## config.mk

```make
export PLATFORM = sky130hd
export DESIGN_NAME = job_table_engine
export DESIGN_NICKNAME = d
export VERILOG_FILES = /design/src/rtl/core/jte_pkg.sv /design/src/rtl/core/job_table_engine.sv
export SDC_FILE = /design/constraint.sdc
export NUM_CORES = 1
export LEC_CHECK = 0
export BUFFER_PORTS_ARGS = -buffer_cell sky130_fd_sc_hd__buf_2
export CAP_MARGIN = 20
export CORE_MARGIN = 3
export CORE_UTILIZATION = 54
export CTS_CLUSTER_SIZE = 30
export DETAILED_ROUTE_END_ITERATION = 7
export PLACE_DENSITY = 0.71
export SLEW_MARGIN = 20
export SYNTH_ARGS = -nofsm -noshare
export SYNTH_HDL_FRONTEND = slang
export SYNTH_SLANG_ARGS = --single-unit
```

## constraint.sdc

```tcl
create_clock -name clk -period 9.1 [get_ports clk]
set_input_delay 2.73 -clock clk [delete_from_list [all_inputs] [get_ports clk]]
set_output_delay 2.73 -clock clk [all_outputs]
set_load 0.02 [all_outputs]
```

## src/rtl/core/jte_pkg.sv

```systemverilog
// Shared constants for the job table engine: default sizes, operation codes
// and run state codes. No dependencies.
`timescale 1ns / 1ps

package jte_pkg;

  localparam int NUM_ENTRIES_DEF = 16;
  localparam int PID_BITS_DEF    = 22;

  localparam int FUNC_W = 3;
  localparam int ST_W   = 2;

  localparam logic [FUNC_W-1:0] FN_ADD      = 3'd0;
  localparam logic [FUNC_W-1:0] FN_DELETE   = 3'd1;
  localparam logic [FUNC_W-1:0] FN_FIND_PID = 3'd2;
  localparam logic [FUNC_W-1:0] FN_FIND_JID = 3'd3;
  localparam logic [FUNC_W-1:0] FN_FIRST_FG = 3'd4;
  localparam logic [FUNC_W-1:0] FN_FIRST_ST = 3'd5;
  localparam logic [FUNC_W-1:0] FN_CLEAR    = 3'd6;

  localparam logic [ST_W-1:0] ST_FG   = 2'd1;
  localparam logic [ST_W-1:0] ST_STOP = 2'd3;

endpackage

```

## src/rtl/core/job_table_engine.sv

```systemverilog
// Job table engine top level: entry memory, valid bits and the scan sequencer.
// Depends on jte_pkg.
`timescale 1ns / 1ps

// Holds NUM_ENTRIES job entries (pid, job id, run state) in a small memory
// with one read and one write port; a flop valid bit per entry marks used
// slots, so reset and clear all empty the table at once. Each word is handled
// by one compare unit that walks the memory one entry per cycle. Clear all, unused
// codes and rejected zero pid or job id go straight to the result word. Add and
// every lookup scan until the first hit or the last entry. A delete that hits
// rescans all entries for the largest job id. The input side stalls until the
// result word has been taken and accepts the next word in the cycle after.
module job_table_engine
  import jte_pkg::*;
#(
  parameter int NUM_ENTRIES = NUM_ENTRIES_DEF,
  parameter int PID_BITS    = PID_BITS_DEF,
  localparam int JID_W      = $clog2(NUM_ENTRIES + 1)
) (
  input  logic                clk,
  input  logic                rst_n,
  input  logic                in_valid,
  output logic                in_stall,
  input  logic [FUNC_W-1:0]   in_func,
  input  logic [PID_BITS-1:0] in_pid,
  input  logic [JID_W-1:0]    in_job_id,
  input  logic [ST_W-1:0]     in_run_state,
  output logic                out_valid,
  input  logic                out_stall,
  output logic                out_ok,
  output logic [PID_BITS-1:0] out_found_pid,
  output logic [JID_W-1:0]    out_found_job_id,
  output logic [ST_W-1:0]     out_found_state
);

  localparam int IDX_W = (NUM_ENTRIES > 1) ? $clog2(NUM_ENTRIES) : 1;
  localparam int CNT_W = $clog2(NUM_ENTRIES + 1);

  localparam logic [1:0] S_IDLE = 2'd0;
  localparam logic [1:0] S_SCAN = 2'd1;
  localparam logic [1:0] S_MAX  = 2'd2;
  localparam logic [1:0] S_DONE = 2'd3;

  localparam logic [IDX_W-1:0] LAST_IDX = IDX_W'(NUM_ENTRIES - 1);
  localparam logic [CNT_W-1:0] CNT_END  = CNT_W'(NUM_ENTRIES);
  localparam logic [JID_W:0]   JID_END  = (JID_W + 1)'(NUM_ENTRIES);

  logic [PID_BITS-1:0] mem_pid [NUM_ENTRIES];
  logic [JID_W-1:0]    mem_jid [NUM_ENTRIES];
  logic [ST_W-1:0]     mem_st  [NUM_ENTRIES];

  logic [1:0]             state_r, state_nxt;
  logic [NUM_ENTRIES-1:0] valid_r, valid_nxt;
  logic [JID_W-1:0]       next_jid_r, next_jid_nxt;
  logic [CNT_W-1:0]       idx_r, idx_nxt;
  logic                   rd_vld_r, rd_vld_nxt;
  logic [IDX_W-1:0]       rd_idx_r, rd_idx_nxt;
  logic [JID_W-1:0]       max_r, max_nxt;

  logic [FUNC_W-1:0]   op_r, op_nxt;
  logic [PID_BITS-1:0] pid_r, pid_nxt;
  logic [JID_W-1:0]    jid_r, jid_nxt;
  logic [ST_W-1:0]     st_r, st_nxt;

  logic                res_ok_r, res_ok_nxt;
  logic [PID_BITS-1:0] res_pid_r, res_pid_nxt;
  logic [JID_W-1:0]    res_jid_r, res_jid_nxt;
  logic [ST_W-1:0]     res_st_r, res_st_nxt;

  logic                q_v_r;
  logic [PID_BITS-1:0] q_pid_r;
  logic [JID_W-1:0]    q_jid_r;
  logic [ST_W-1:0]     q_st_r;

  logic             rd_en;
  logic             mem_we;
  logic             hit;
  logic             last;
  logic [ST_W-1:0]  want_st;
  logic [JID_W-1:0] mx;
  logic [JID_W:0]   inc;

  assign rd_en   = ((state_r == S_SCAN) || (state_r == S_MAX)) && (idx_r < CNT_END);
  assign last    = rd_vld_r && (rd_idx_r == LAST_IDX);
  assign want_st = (op_r == FN_FIRST_FG) ? ST_FG : ST_STOP;
  assign mx      = (q_v_r && (q_jid_r > max_r)) ? q_jid_r : max_r;

  always_comb begin
    case (op_r)
      FN_ADD:                  hit = !q_v_r;
      FN_DELETE, FN_FIND_PID:  hit = q_v_r && (q_pid_r == pid_r);
      FN_FIND_JID:             hit = q_v_r && (q_jid_r == jid_r);
      FN_FIRST_FG, FN_FIRST_ST: hit = q_v_r && (q_st_r == want_st);
      default:                 hit = 1'b0;
    endcase
  end

  always_comb begin
    state_nxt    = state_r;
    valid_nxt    = valid_r;
    next_jid_nxt = next_jid_r;
    idx_nxt      = idx_r;
    rd_vld_nxt   = 1'b0;
    rd_idx_nxt   = rd_idx_r;
    max_nxt      = max_r;
    op_nxt       = op_r;
    pid_nxt      = pid_r;
    jid_nxt      = jid_r;
    st_nxt       = st_r;
    res_ok_nxt   = res_ok_r;
    res_pid_nxt  = res_pid_r;
    res_jid_nxt  = res_jid_r;
    res_st_nxt   = res_st_r;
    mem_we       = 1'b0;
    inc          = '0;

    if (rd_en) begin
      idx_nxt    = idx_r + 1'b1;
      rd_vld_nxt = 1'b1;
      rd_idx_nxt = idx_r[IDX_W-1:0];
    end

    case (state_r)
      S_IDLE: begin
        if (in_valid) begin
          op_nxt      = in_func;
          pid_nxt     = in_pid;
          jid_nxt     = in_job_id;
          st_nxt      = in_run_state;
          idx_nxt     = '0;
          max_nxt     = '0;
          res_ok_nxt  = 1'b0;
          res_pid_nxt = '0;
          res_jid_nxt = '0;
          res_st_nxt  = '0;
          state_nxt   = S_SCAN;
          case (in_func)
            FN_ADD, FN_DELETE, FN_FIND_PID: begin
              if (in_pid == '0) begin
                state_nxt = S_DONE;
              end
            end
            FN_FIND_JID: begin
              if (in_job_id == '0) begin
                state_nxt = S_DONE;
              end
            end
            FN_FIRST_FG, FN_FIRST_ST: begin
            end
            FN_CLEAR: begin
              valid_nxt  = '0;
              res_ok_nxt = 1'b1;
              state_nxt  = S_DONE;
            end
            default: begin
              state_nxt = S_DONE;
            end
          endcase
        end
      end
      S_SCAN: begin
        if (rd_vld_r && hit) begin
          res_ok_nxt = 1'b1;
          if (op_r == FN_ADD) begin
            mem_we              = 1'b1;
            valid_nxt[rd_idx_r] = 1'b1;
            res_pid_nxt         = pid_r;
            res_jid_nxt         = next_jid_r;
            res_st_nxt          = st_r;
            inc                 = {1'b0, next_jid_r} + 1'b1;
            next_jid_nxt        = (inc > JID_END) ? JID_W'(1) : inc[JID_W-1:0];
            state_nxt           = S_DONE;
          end else begin
            res_pid_nxt = q_pid_r;
            res_jid_nxt = q_jid_r;
            res_st_nxt  = q_st_r;
            if (op_r == FN_DELETE) begin
              valid_nxt[rd_idx_r] = 1'b0;
              idx_nxt             = '0;
              rd_vld_nxt          = 1'b0;
              max_nxt             = '0;
              state_nxt           = S_MAX;
            end else begin
              state_nxt = S_DONE;
            end
          end
        end else if (last) begin
          state_nxt = S_DONE;
        end
      end
      S_MAX: begin
        if (rd_vld_r) begin
          max_nxt = mx;
        end
        if (last) begin
          inc          = {1'b0, mx} + 1'b1;
          next_jid_nxt = (inc > JID_END) ? JID_W'(1) : inc[JID_W-1:0];
          state_nxt    = S_DONE;
        end
      end
      S_DONE: begin
        if (!out_stall) begin
          state_nxt = S_IDLE;
        end
      end
      default: begin
        state_nxt = S_IDLE;
      end
    endcase
  end

  always_ff @(posedge clk) begin
    if (!rst_n) begin
      state_r    <= S_IDLE;
      valid_r    <= '0;
      next_jid_r <= JID_W'(1);
      rd_vld_r   <= 1'b0;
      idx_r      <= '0;
    end else begin
      state_r    <= state_nxt;
      valid_r    <= valid_nxt;
      next_jid_r <= next_jid_nxt;
      rd_vld_r   <= rd_vld_nxt;
      idx_r      <= idx_nxt;
    end
  end

  always_ff @(posedge clk) begin
    rd_idx_r  <= rd_idx_nxt;
    max_r     <= max_nxt;
    op_r      <= op_nxt;
    pid_r     <= pid_nxt;
    jid_r     <= jid_nxt;
    st_r      <= st_nxt;
    res_ok_r  <= res_ok_nxt;
    res_pid_r <= res_pid_nxt;
    res_jid_r <= res_jid_nxt;
    res_st_r  <= res_st_nxt;
  end

  always_ff @(posedge clk) begin
    if (mem_we) begin
      mem_pid[rd_idx_r] <= pid_r;
      mem_jid[rd_idx_r] <= next_jid_r;
      mem_st[rd_idx_r]  <= st_r;
    end
  end

  always_ff @(posedge clk) begin
    if (rd_en) begin
      q_v_r   <= valid_r[idx_r[IDX_W-1:0]];
      q_pid_r <= mem_pid[idx_r[IDX_W-1:0]];
      q_jid_r <= mem_jid[idx_r[IDX_W-1:0]];
      q_st_r  <= mem_st[idx_r[IDX_W-1:0]];
    end
  end

  assign in_stall         = (state_r != S_IDLE);
  assign out_valid        = (state_r == S_DONE);
  assign out_ok           = res_ok_r;
  assign out_found_pid    = res_pid_r;
  assign out_found_job_id = res_jid_r;
  assign out_found_state  = res_st_r;

  a_no_overlap: assert property (@(posedge clk) disable iff (!rst_n)
    out_valid |-> in_stall)
    else $error("input taken while a result word waits");

  a_next_jid_range: assert property (@(posedge clk) disable iff (!rst_n)
    (next_jid_r != '0) && ({1'b0, next_jid_r} <= JID_END))
    else $error("next job id out of range");

  a_ready_after_out: assert property (@(posedge clk) disable iff (!rst_n)
    out_valid && !out_stall |=> !in_stall && !out_valid)
    else $error("sequencer not idle after result word taken");

  a_fail_zero: assert property (@(posedge clk) disable iff (!rst_n)
    out_valid && !out_ok |->
      (out_found_pid == '0) && (out_found_job_id == '0) && (out_found_state == '0))
    else $error("failed result carries entry fields");

endmodule

```

==> impl_metrics.yaml, run 1 <==
outcome:
  status: "finished, final reports clean"
clocking:
  cts.clk_slew.worst_paths_ns: 0.06
  cts_tree: "yes"
  h-tree-depth: 2
  clockBufferDepth: 3
  cts_resized: 0
  clk_latency_ns: 0.63
  cts-root-buf: "clkbuf_16"
  cts_setup_buffers: 0
  ctsHoldBuffers: 0
  cts_made_buffers: 58
  cts_sinks: 594
sta:
  slew_headroom: 0.344
  rsz0062_at_grt: "false"
  fin_skew_ns: 0.0249
  finalSetupTns_ns: 0
  hold_violations: 0
  fin_crit_ns: 4.50
  drv_slew: 0
  tightest_slew_ns: 0.984
  finalCritPeriodShare: 0.494
  max_freq_ghz: 0.222
  setup-violations-final: 0
yosys:
  syn-num-nets: 1324
  ys_warn_count: 0
  synthAdderAreaFrac: 0.00726
  avgSynthCellArea_um2: 18.9
  synthesis.instances: 1274
  yosysTopAreaCell: "edfxtp_1"
  synthXorXnorAreaFrac: 0.0123
  synth_area_um2: 24100
  synthTopCellsByCount: "edfxtp_1 (565), mux4_2 (150), nand2_1 (96)"
  synth.distinct_cells: 71
  yosys.area_share.simple: 0.0446
  ys_ff_latch: 594
  async_reset_ff_frac: 0
  synth_top_area_frac: 0.703
  ys.flop_type: "edfxtp_1"
  synth_top_family_by_area: "multiplexers"
  synthMostInstantiatedCell: "edfxtp_1"
  synth_mux_area_frac: 0.140
  ys_top_cells_by_area: "edfxtp_1 (70%), mux4_2 (14%), dfxtp_1 (2.4%)"
  synth-compound-area-share: 0.0514
  synth_edf_count: 565
  synth_seq_area_share: 0.727
global_route:
  grt_pass1_wl_um: 82300
  grt_pass1_vias: 12859
  antenna_found_initial: 1
  grt_usage: 0.237
  grt_max_degree: 64
  grt-ovfl-total: 0
pwr:
  power.leakage_nw: 8.42
  peakVddDrop_v: 0.000160
  p_per_area_nw_per_um2: 285
worst_setup_path:
  r2r_cells: 6
  start_kind: "register"
  endpoint: "in_stall"
  cp.required_ns: 6.37
  worstPathArrival_ns: 1.77
  endpoint_kind: "primary output"
  cp_max_fo: 6
  r2r-start: "pid_r[20]$_DFFE_PP_"
  crit_start: "state_r[0]$_SDFFE_PN0P_"
  setup.worst_path.class: "register to primary output"
  regToRegEndpoint: "out_found_pid[13]$_SDFFCE_PN0P_"
  r2r_slack_ns: 5.26
detailed_routing:
  wl_um: 55000
  wl_met1_um: 21800
  drtAntennaViolNets: 0
  wl_met2_um: 27500
  drt_pass1_iterations: 5
  vias: 12649
  drc_errors: 0
  drt-initial-drc-count: 1344
  post_drt_via_cell_ratio: 6.36
  highest_layer: "met4"
  wl_per_cell_um: 27.6
  wl_met3_um: 4290
final_layout:
  final_nets: 1407
  area_growth_pct: 11.9
  drive_gt1_frac: 0.274
  fin_util: 0.619
  fillCellCount: 3005
run:
  maxCapViolCount: 0
placement:
  portBuffers: 67
  dp_hpwl_um: 28900
  gp_congestion: 0.818
floorplan:
  fp.dieArea_um2: 47300
  core_area_um2: 43600
  floorplan.initialDensity: 0.553
  dieWidth_um: 217
  die_h_um: 217
  ios: 68
  rows: 76
min_path:
  hold_class: "register to register"
-- registers in the layout, indices dropped and copies added, names as in the netlist, 16 cells and up --
name,flops
out_found_pid,22
mem_st,32
pid_r,22
mem_jid,80
valid_r,16
mem_pid,352
q_pid_r,22
-- worst min-delay path by stage --
stage	start	end	slack [ns]	cells after the start
2_1_floorplan	idx_r[2]$_SDFF_PN0_	rd_idx_r[2]$_DFFE_PP_	0.40	0
3_5_place_dp	valid_r[14]$_SDFFE_PN0P_	valid_r[14]$_SDFFE_PN0P_	0.48	2
4_1_cts	valid_r[14]$_SDFFE_PN0P_	valid_r[14]$_SDFFE_PN0P_	0.49	2
3_3_place_gp	valid_r[14]$_SDFFE_PN0P_	valid_r[14]$_SDFFE_PN0P_	0.47	2
6_report	valid_r[0]$_SDFFE_PN0P_	valid_r[0]$_SDFFE_PN0P_	0.49	2
5_1_grt	valid_r[7]$_SDFFE_PN0P_	valid_r[7]$_SDFFE_PN0P_	0.51	2
-- cell usage in the layout, fill, tap and decap left out, types with 4 or more instances in the layout --
master	synthesis	layout
clkbuf_16	0	59
nor2b_1	15	12
o21ai_0	11	11
o211ai_1	9	9
a21boi_1	7	7
a21boi_2	10	10
a21boi_0	5	5
mux4_2	150	150
o211ai_2	10	10
a31oi_1	11	11
edfxtp_1	565	565
nand3_1	16	16
bufinv_16	0	4
a22oi_1	6	6
clkinv_2	0	9
nor2_4	1	12
buf_2	13	67
clkbuf_1	38	12
o21ai_1	9	8
nor3_2	2	4
xor2_1	25	25
nand2_1	96	96
dfxtp_1	29	25
inv_1	15	14
a21oi_1	59	59
nor4_1	12	12
and2_1	5	4
clkinv_1	1	16
buf_4	5	25
xnor2_1	9	9
nor2_1	38	27
ha_1	14	14
nor3_1	8	5
nand4_1	7	7
nand2b_1	8	8
-- metrics by stage --
stage	hold WS (ns)	cell area, um2	worst slack, ns	std cells	total power (W)
2_1_floorplan	0.403	24100	4.99	1274	0.00487
3_3_place_gp	0.470	25200	4.15	1881	0.00541
3_5_place_dp	0.482	25200	4.14	1881	0.00544
4_1_cts	0.494	27000	4.59	1986	0.00774
5_1_grt	0.509	27000	4.51	1987	0.00801
6_report	0.493	27000	4.60	1988	0.00770
-- metal layers --
| layer | global-route usage | vias to the layer above |
|---|---|---|
| li1 | - | 5368 |
| met1 | 0.333 | 6633 |
| met2 | 0.388 | 561 |
| met3 | 0.0436 | 87 |
| met4 | 0.0702 | 0 |
| met5 | 0 | - |
-- critical path, cell delays in order (launching register included) --
cell and delay (ns):
dfxtp_1 0.41, inv_1 0.10, ha_1 0.28, inv_1 0.16, buf_2 0.19
-- area by class of cell --
type | instances | area [um2] | share of cell area
well taps | 585 | 732 | 0.0271
flip-flops and latches | 594 | 17600 | 0.650
multi-input cells | 593 | 6300 | 0.233
diodes | 1 | 2.50 | 0.0000927
repair buffers | 93 | 543 | 0.0201
inverters | 17 | 63.8 | 0.00236
clock inverters | 34 | 283 | 0.0105
clock buffers | 71 | 1520 | 0.0563
-- kinds of logic (layout without fill, tap and decap cells) --
logic type / after synthesis / count (layout)
flip-flops: 594 / 594
AND/OR/NAND/NOR: 223 / 223
AO/OA/AOI/OAI: 172 / 172
multiplexers: 150 / 150
buffers and inverters: 87 / 215
XOR/XNOR: 34 / 34
adder cells (fa/ha/maj): 14 / 14
other: 0 / 1
-- where the power goes --
part	internal [W]	switching (W)
Clock	0.00130	0.000999
Combinational	0.000640	0.000965
Sequential	0.00341	0.000383
No activity file was read; power rests on OpenSTA's default activity.
==> run 2: changes to the inputs <==
--- a/config.mk
+++ b/config.mk
@@ -11,7 +11,7 @@
 export CORE_UTILIZATION = 54
 export CTS_CLUSTER_SIZE = 30
 export DETAILED_ROUTE_END_ITERATION = 7
-export PLACE_DENSITY = 0.71
+export PLACE_DENSITY = 0.73
 export SLEW_MARGIN = 20
 export SYNTH_ARGS = -nofsm -noshare
 export SYNTH_HDL_FRONTEND = slang
==> constraint.sdc (replaced) <==
create_clock -name clk -period 3.68 [get_ports clk]
set_input_delay 1.104 -clock clk [delete_from_list [all_inputs] [get_ports clk]]
set_output_delay 1.104 -clock clk [all_outputs]
set_load 0.02 [all_outputs]
==> impl_metrics.yaml, run 2 (same netlist as run 1, synthesis figures left out) <==
clocking:
  clockBufferDepth: 3
  cts-root-buf: "clkbuf_16"
  h-tree-depth: 2
  clk_latency_ns: 0.61
  cts_sinks: 594
  cts_setup_buffers: 0
  ctsHoldBuffers: 0
  cts.clk_slew.worst_paths_ns: 0.06
  cts_made_buffers: 58
  cts_resized: 0
  cts_tree: "yes"
floorplan:
  fp.dieArea_um2: 47300
  rows: 76
  ios: 68
  dieWidth_um: 217
  floorplan.initialDensity: 0.553
  die_h_um: 217
  core_area_um2: 43600
detailed_routing:
  wl_met1_um: 21000
  drt_pass1_iterations: 5
  drtAntennaViolNets: 0
  wl_per_cell_um: 27.7
  wl_met2_um: 28200
  wl_um: 55900
  highest_layer: "met4"
  post_drt_via_cell_ratio: 6.29
  wl_met3_um: 4910
  drc_errors: 0
  drt-initial-drc-count: 1678
  vias: 12696
worst_setup_path:
  worstPathArrival_ns: 3.97
  max_stage_delay_ns: 0.43
  r2r_cells: 13
  setup.worst_path.class: "register to register"
  r2r_slack_ns: 0.26
  worstPathCellList: "inv_1 > ha_1 > a211oi_2 > o221a_2 > nor2_4 > o21ai_0 > ha_2 > nand3_1 > nor3_1 > a221o_1 > o2111ai_1 > a221oi_1 > o21a_1"
  crit_path_top_delay_cell: "edfxtp_1"
  regToRegEndpoint: "next_jid_r[3]$_SDFFE_PN0P_"
  endpoint_kind: "register"
  cp.required_ns: 4.23
  cp_max_fo: 8
  start_kind: "register"
  r2r-start: "max_r[2]$_SDFFCE_PN0P_"
final_layout:
  multi_input_area_um2: 6310
  register_area_um2: 17600
  largest_register: "mem_pid"
  fillCellCount: 2892
  final_cell_mix: "edfxtp_1 (565), mux4_2 (150), nand2_1 (96)"
  area_growth_pct: 14.4
  drive_gt1_frac: 0.289
  final_common_cell: "edfxtp_1"
  n_antenna_cell: 0
  final_nets: 1436
  instances_no_fill: 2020
  fin_util: 0.633
  largest_register_ffs: 352
  top_regs: "mem_pid x352, mem_jid x80, mem_st x32"
sta:
  hold_violations: 0
  max_freq_ghz: 0.292
  fin_skew_ns: 0.0161
  drv_slew: 0
  rsz0062_at_grt: "false"
  slew_headroom: 0.331
  hold_slack_ns: 0.482
  finalCritPeriodShare: 0.930
  fin_crit_ns: 3.42
  tightest_slew_ns: 0.998
  setup-violations-final: 0
pwr:
  power.leakage_nw: 8.69
  peakVddDrop_v: 0.000490
  p_total_w: 0.0198
  p_per_area_nw_per_um2: 717
placement:
  dp.cells: 1911
  portBuffers: 67
  gp_congestion: 0.832
  dp_hpwl_um: 31000
global_route:
  grt_usage: 0.243
  grt-ovfl-total: 0
  grt_pass1_wl_um: 83600
  grt_pass1_vias: 13090
  grt_max_degree: 40
  antenna_found_initial: 1
outcome:
  status: "finished, final reports clean"
min_path:
  min_from: "valid_r[0]$_SDFFE_PN0P_"
  hold_class: "register to register"
  hold_depth: 2
  hold_path_end: "valid_r[0]$_SDFFE_PN0P_"
run:
  maxCapViolCount: 0
## run 2: cell types whose count changed in the layout (fill, tap and decap cells not counted), moves of 3 or more
cell       change
buf_12        +14
bufinv_16      +8
buf_4         +15
clkinv_2       -7
clkinv_1       +3
## run 2: how the worst max path moves through the flow
stage / start / endpoint / slack [ns] / cells past startpoint
6_report: max_r[2]$_SDFFCE_PN0P_ / next_jid_r[3]$_SDFFE_PN0P_ / 0.26 / 13
3_5_place_dp: max_r[2]$_SDFFCE_PN0P_ / next_jid_r[3]$_SDFFE_PN0P_ / 0.26 / 13
4_1_cts: max_r[2]$_SDFFCE_PN0P_ / next_jid_r[3]$_SDFFE_PN0P_ / 0.22 / 13
2_1_floorplan: op_r[1]$_DFFE_PP_ / mem_jid[6][0]$_DFFE_PP_ / -0.07 / 4
3_3_place_gp: max_r[2]$_SDFFCE_PN0P_ / next_jid_r[3]$_SDFFE_PN0P_ / 0.45 / 13
5_1_grt: max_r[3]$_SDFFCE_PN0P_ / next_jid_r[3]$_SDFFE_PN0P_ / 0.007 / 13
## run 2: where the power goes
part           total, W  internal, W  leakage [nW]  switching [W]
sequential      0.00920      0.00842          5.36       0.000779
clock           0.00623      0.00375         0.969        0.00248
combinational   0.00437      0.00176          2.36        0.00261
## run 2: worst max-delay path, delay by kind of cell (launching register included)
family          cells  cell delay, ns
compound gates      7            1.69
fa+ha+maj           2            0.69
buf+inv             1            0.10
flops               1            0.43
simple gates        3            0.45
## run 2: routing by layer
metal	vias to the layer above	global-route usage
met5	-	0
met4	0	0.0837
met3	83	0.0489
met2	584	0.405
met1	6593	0.325
li1	5436	-
## run 2: final cells by class
cell class                      instances  share of cell area
Tap cell                              585              0.0265
Clock buffer                           70              0.0542
Multi-Input combinational cell        593               0.228
Timing Repair Buffer                  122              0.0339
Sequential cell                       594               0.636
Inverter                               17             0.00231
Clock inverter                         39              0.0187
## run 2: per-stage QoR
step	TNS (ns)	worst slack [ns]	instance area [um2]
after floorplan	-5.82	-0.0670	24100
after global routing	0	0.00700	27600
after detailed placement	0	0.263	25600
final	0	0.257	27600
after CTS	0	0.219	27600
after global placement	0	0.450	25600
==> run 3: changes to the inputs <==
--- a/config.mk
+++ b/config.mk
@@ -5,12 +5,13 @@
 export SDC_FILE = /design/constraint.sdc
 export NUM_CORES = 1
 export LEC_CHECK = 0
-export BUFFER_PORTS_ARGS = -buffer_cell sky130_fd_sc_hd__buf_2
+export BUFFER_PORTS_ARGS = -buffer_cell sky130_fd_sc_hd__buf_4
 export CAP_MARGIN = 20
 export CORE_MARGIN = 3
 export CORE_UTILIZATION = 54
 export CTS_CLUSTER_SIZE = 30
 export DETAILED_ROUTE_END_ITERATION = 7
+export GPL_TIMING_DRIVEN = 0
 export PLACE_DENSITY = 0.73
 export SLEW_MARGIN = 20
 export SYNTH_ARGS = -nofsm -noshare
==> impl_metrics.yaml, run 3 (same netlist as run 1, synthesis figures left out) <==
outcome:
  status: "finished, final reports clean"
detailed_routing:
  drtAntennaViolNets: 0
  drc_errors: 0
  wl_per_cell_um: 28.7
  vias: 13228
  post_drt_via_cell_ratio: 6.39
  wl_um: 59300
  drt_pass1_iterations: 5
  drt-initial-drc-count: 2075
worst_setup_path:
  worstPathArrival_ns: 3.96
  endpoint_kind: "register"
  start_kind: "register"
  cp_max_fo: 8
  cp.required_ns: 4.22
  setup.worst_path.class: "register to register"
  r2r_cells: 12
sta:
  tightest_slew_ns: 1.15
  fin_crit_ns: 3.42
  slew_headroom: 0.224
  finalSetupTns_ns: 0
  drv_slew: 0
  finalCritPeriodShare: 0.929
  hold_slack_ns: 0.431
  rsz0062_at_grt: "false"
  setup-violations-final: 0
  hold_violations: 0
  fin_skew_ns: 0.0146
  max_freq_ghz: 0.292
placement:
  dp_hpwl_um: 38400
  gp_congestion: 0.896
  portBuffers: 67
  placed_area_um2: 26000
global_route:
  antenna_found_initial: 0
  met2_usage: 0.410
  grt_max_degree: 41
  met1_usage: 0.368
  grt_usage: 0.256
  met3_usage: 0.0458
  grt_most_used_layer: "met2"
  grt_pass1_wl_um: 87500
  grt_pass1_vias: 13226
  grt-ovfl-total: 0
floorplan:
  ios: 68
  dieWidth_um: 217
  core_area_um2: 43600
  rows: 76
  fp.dieArea_um2: 47300
  floorplan.initialDensity: 0.553
  die_h_um: 217
final_layout:
  fin_util: 0.639
  largest_register: "mem_pid"
  final_cell_mix: "edfxtp_1 (565), mux4_2 (150), nand2_1 (96)"
  top_regs: "mem_pid x352, mem_jid x80, mem_st x32"
  largest_register_ffs: 352
  final_nets: 1484
  finalInstanceArea_um2: 27900
  area_growth_pct: 15.6
  drive_gt1_frac: 0.285
  final_common_cell: "edfxtp_1"
min_path:
  hold_depth: 0
  hold_class: "register to register"
clocking:
  clk_latency_ns: 0.61
  h-tree-depth: 2
  ctsHoldBuffers: 0
  cts-root-buf: "clkbuf_16"
  clockBufferDepth: 3
  cts_made_buffers: 57
  cts_sinks: 594
  cts.clk_slew.worst_paths_ns: 0.06
  cts_tree: "yes"
run:
  maxCapViolCount: 0
pwr:
  power.leakage_nw: 8.80
  peakVddDrop_v: 0.000570
  p_per_area_nw_per_um2: 702
## run 3: metrics by stage
step | setup WS (ns) | instances | total power, W
global placement | -2.76 | 1926 | 0.0137
detailed placement | -0.0389 | 1956 | 0.0139
floorplan | -0.0670 | 1274 | 0.0120
CTS | 0.00142 | 2064 | 0.0195
finish | 0.260 | 2069 | 0.0196
global route | 0.00372 | 2068 | 0.0203
## run 3: what timing repair did
action / 4_1_cts / 5_1_grt
setup endpoints to repair: 0 / 5
setup buffers: 0 / 4
gates resized for setup: 0 / 5
## run 3: final timing paths
check	slack [ns]	startpoint	end
max reg2reg	0.26	max_r[2]$_SDFFCE_PN0P_	next_jid_r[4]$_SDFFE_PN0P_
min	0.43	idx_r[2]$_SDFF_PN0_	rd_idx_r[2]$_DFFE_PP_
min reg2reg	0.43	idx_r[2]$_SDFF_PN0_	rd_idx_r[2]$_DFFE_PP_
max	0.26	max_r[2]$_SDFFCE_PN0P_	next_jid_r[4]$_SDFFE_PN0P_
## run 3: critical path: stages, from the launching register on
cell and delay [ns]:
edfxtp_1 0.45, inv_1 0.15, ha_1 0.28, a211oi_2 0.31, o221a_2 0.34, nor2_4 0.08
o21ai_1 0.27, ha_2 0.31, nor2b_1 0.06, o211ai_1 0.16, nand2_1 0.16, a2111oi_2 0.45
o221a_1 0.30
## run 3: final cells by class
type	count	area [um2]
Antenna cell	1	2.50
Fill cell	2874	15800
Buffer	70	364
Timing Repair Buffer	101	1070
Tap cell	585	732
Sequential cell	594	17500
Clock inverter	40	343
Inverter	17	63.8
Clock buffer	68	1470
Multi-Input combinational cell	593	6310
## run 3: routing by layer
metal / vias up / share of wire / wire, um
li1: 5537 / - / -
met1: 6763 / 0.38 / 22600
met2: 812 / 0.48 / 28600
met3: 116 / 0.10 / 6170
met4: 0 / 0.031 / 1860
met5: - / 0 / 0
## run 3: power breakdown
group	switching (W)	internal, W
combinational	0.00295	0.00186
sequential	0.000674	0.00842
clock	0.00247	0.00321
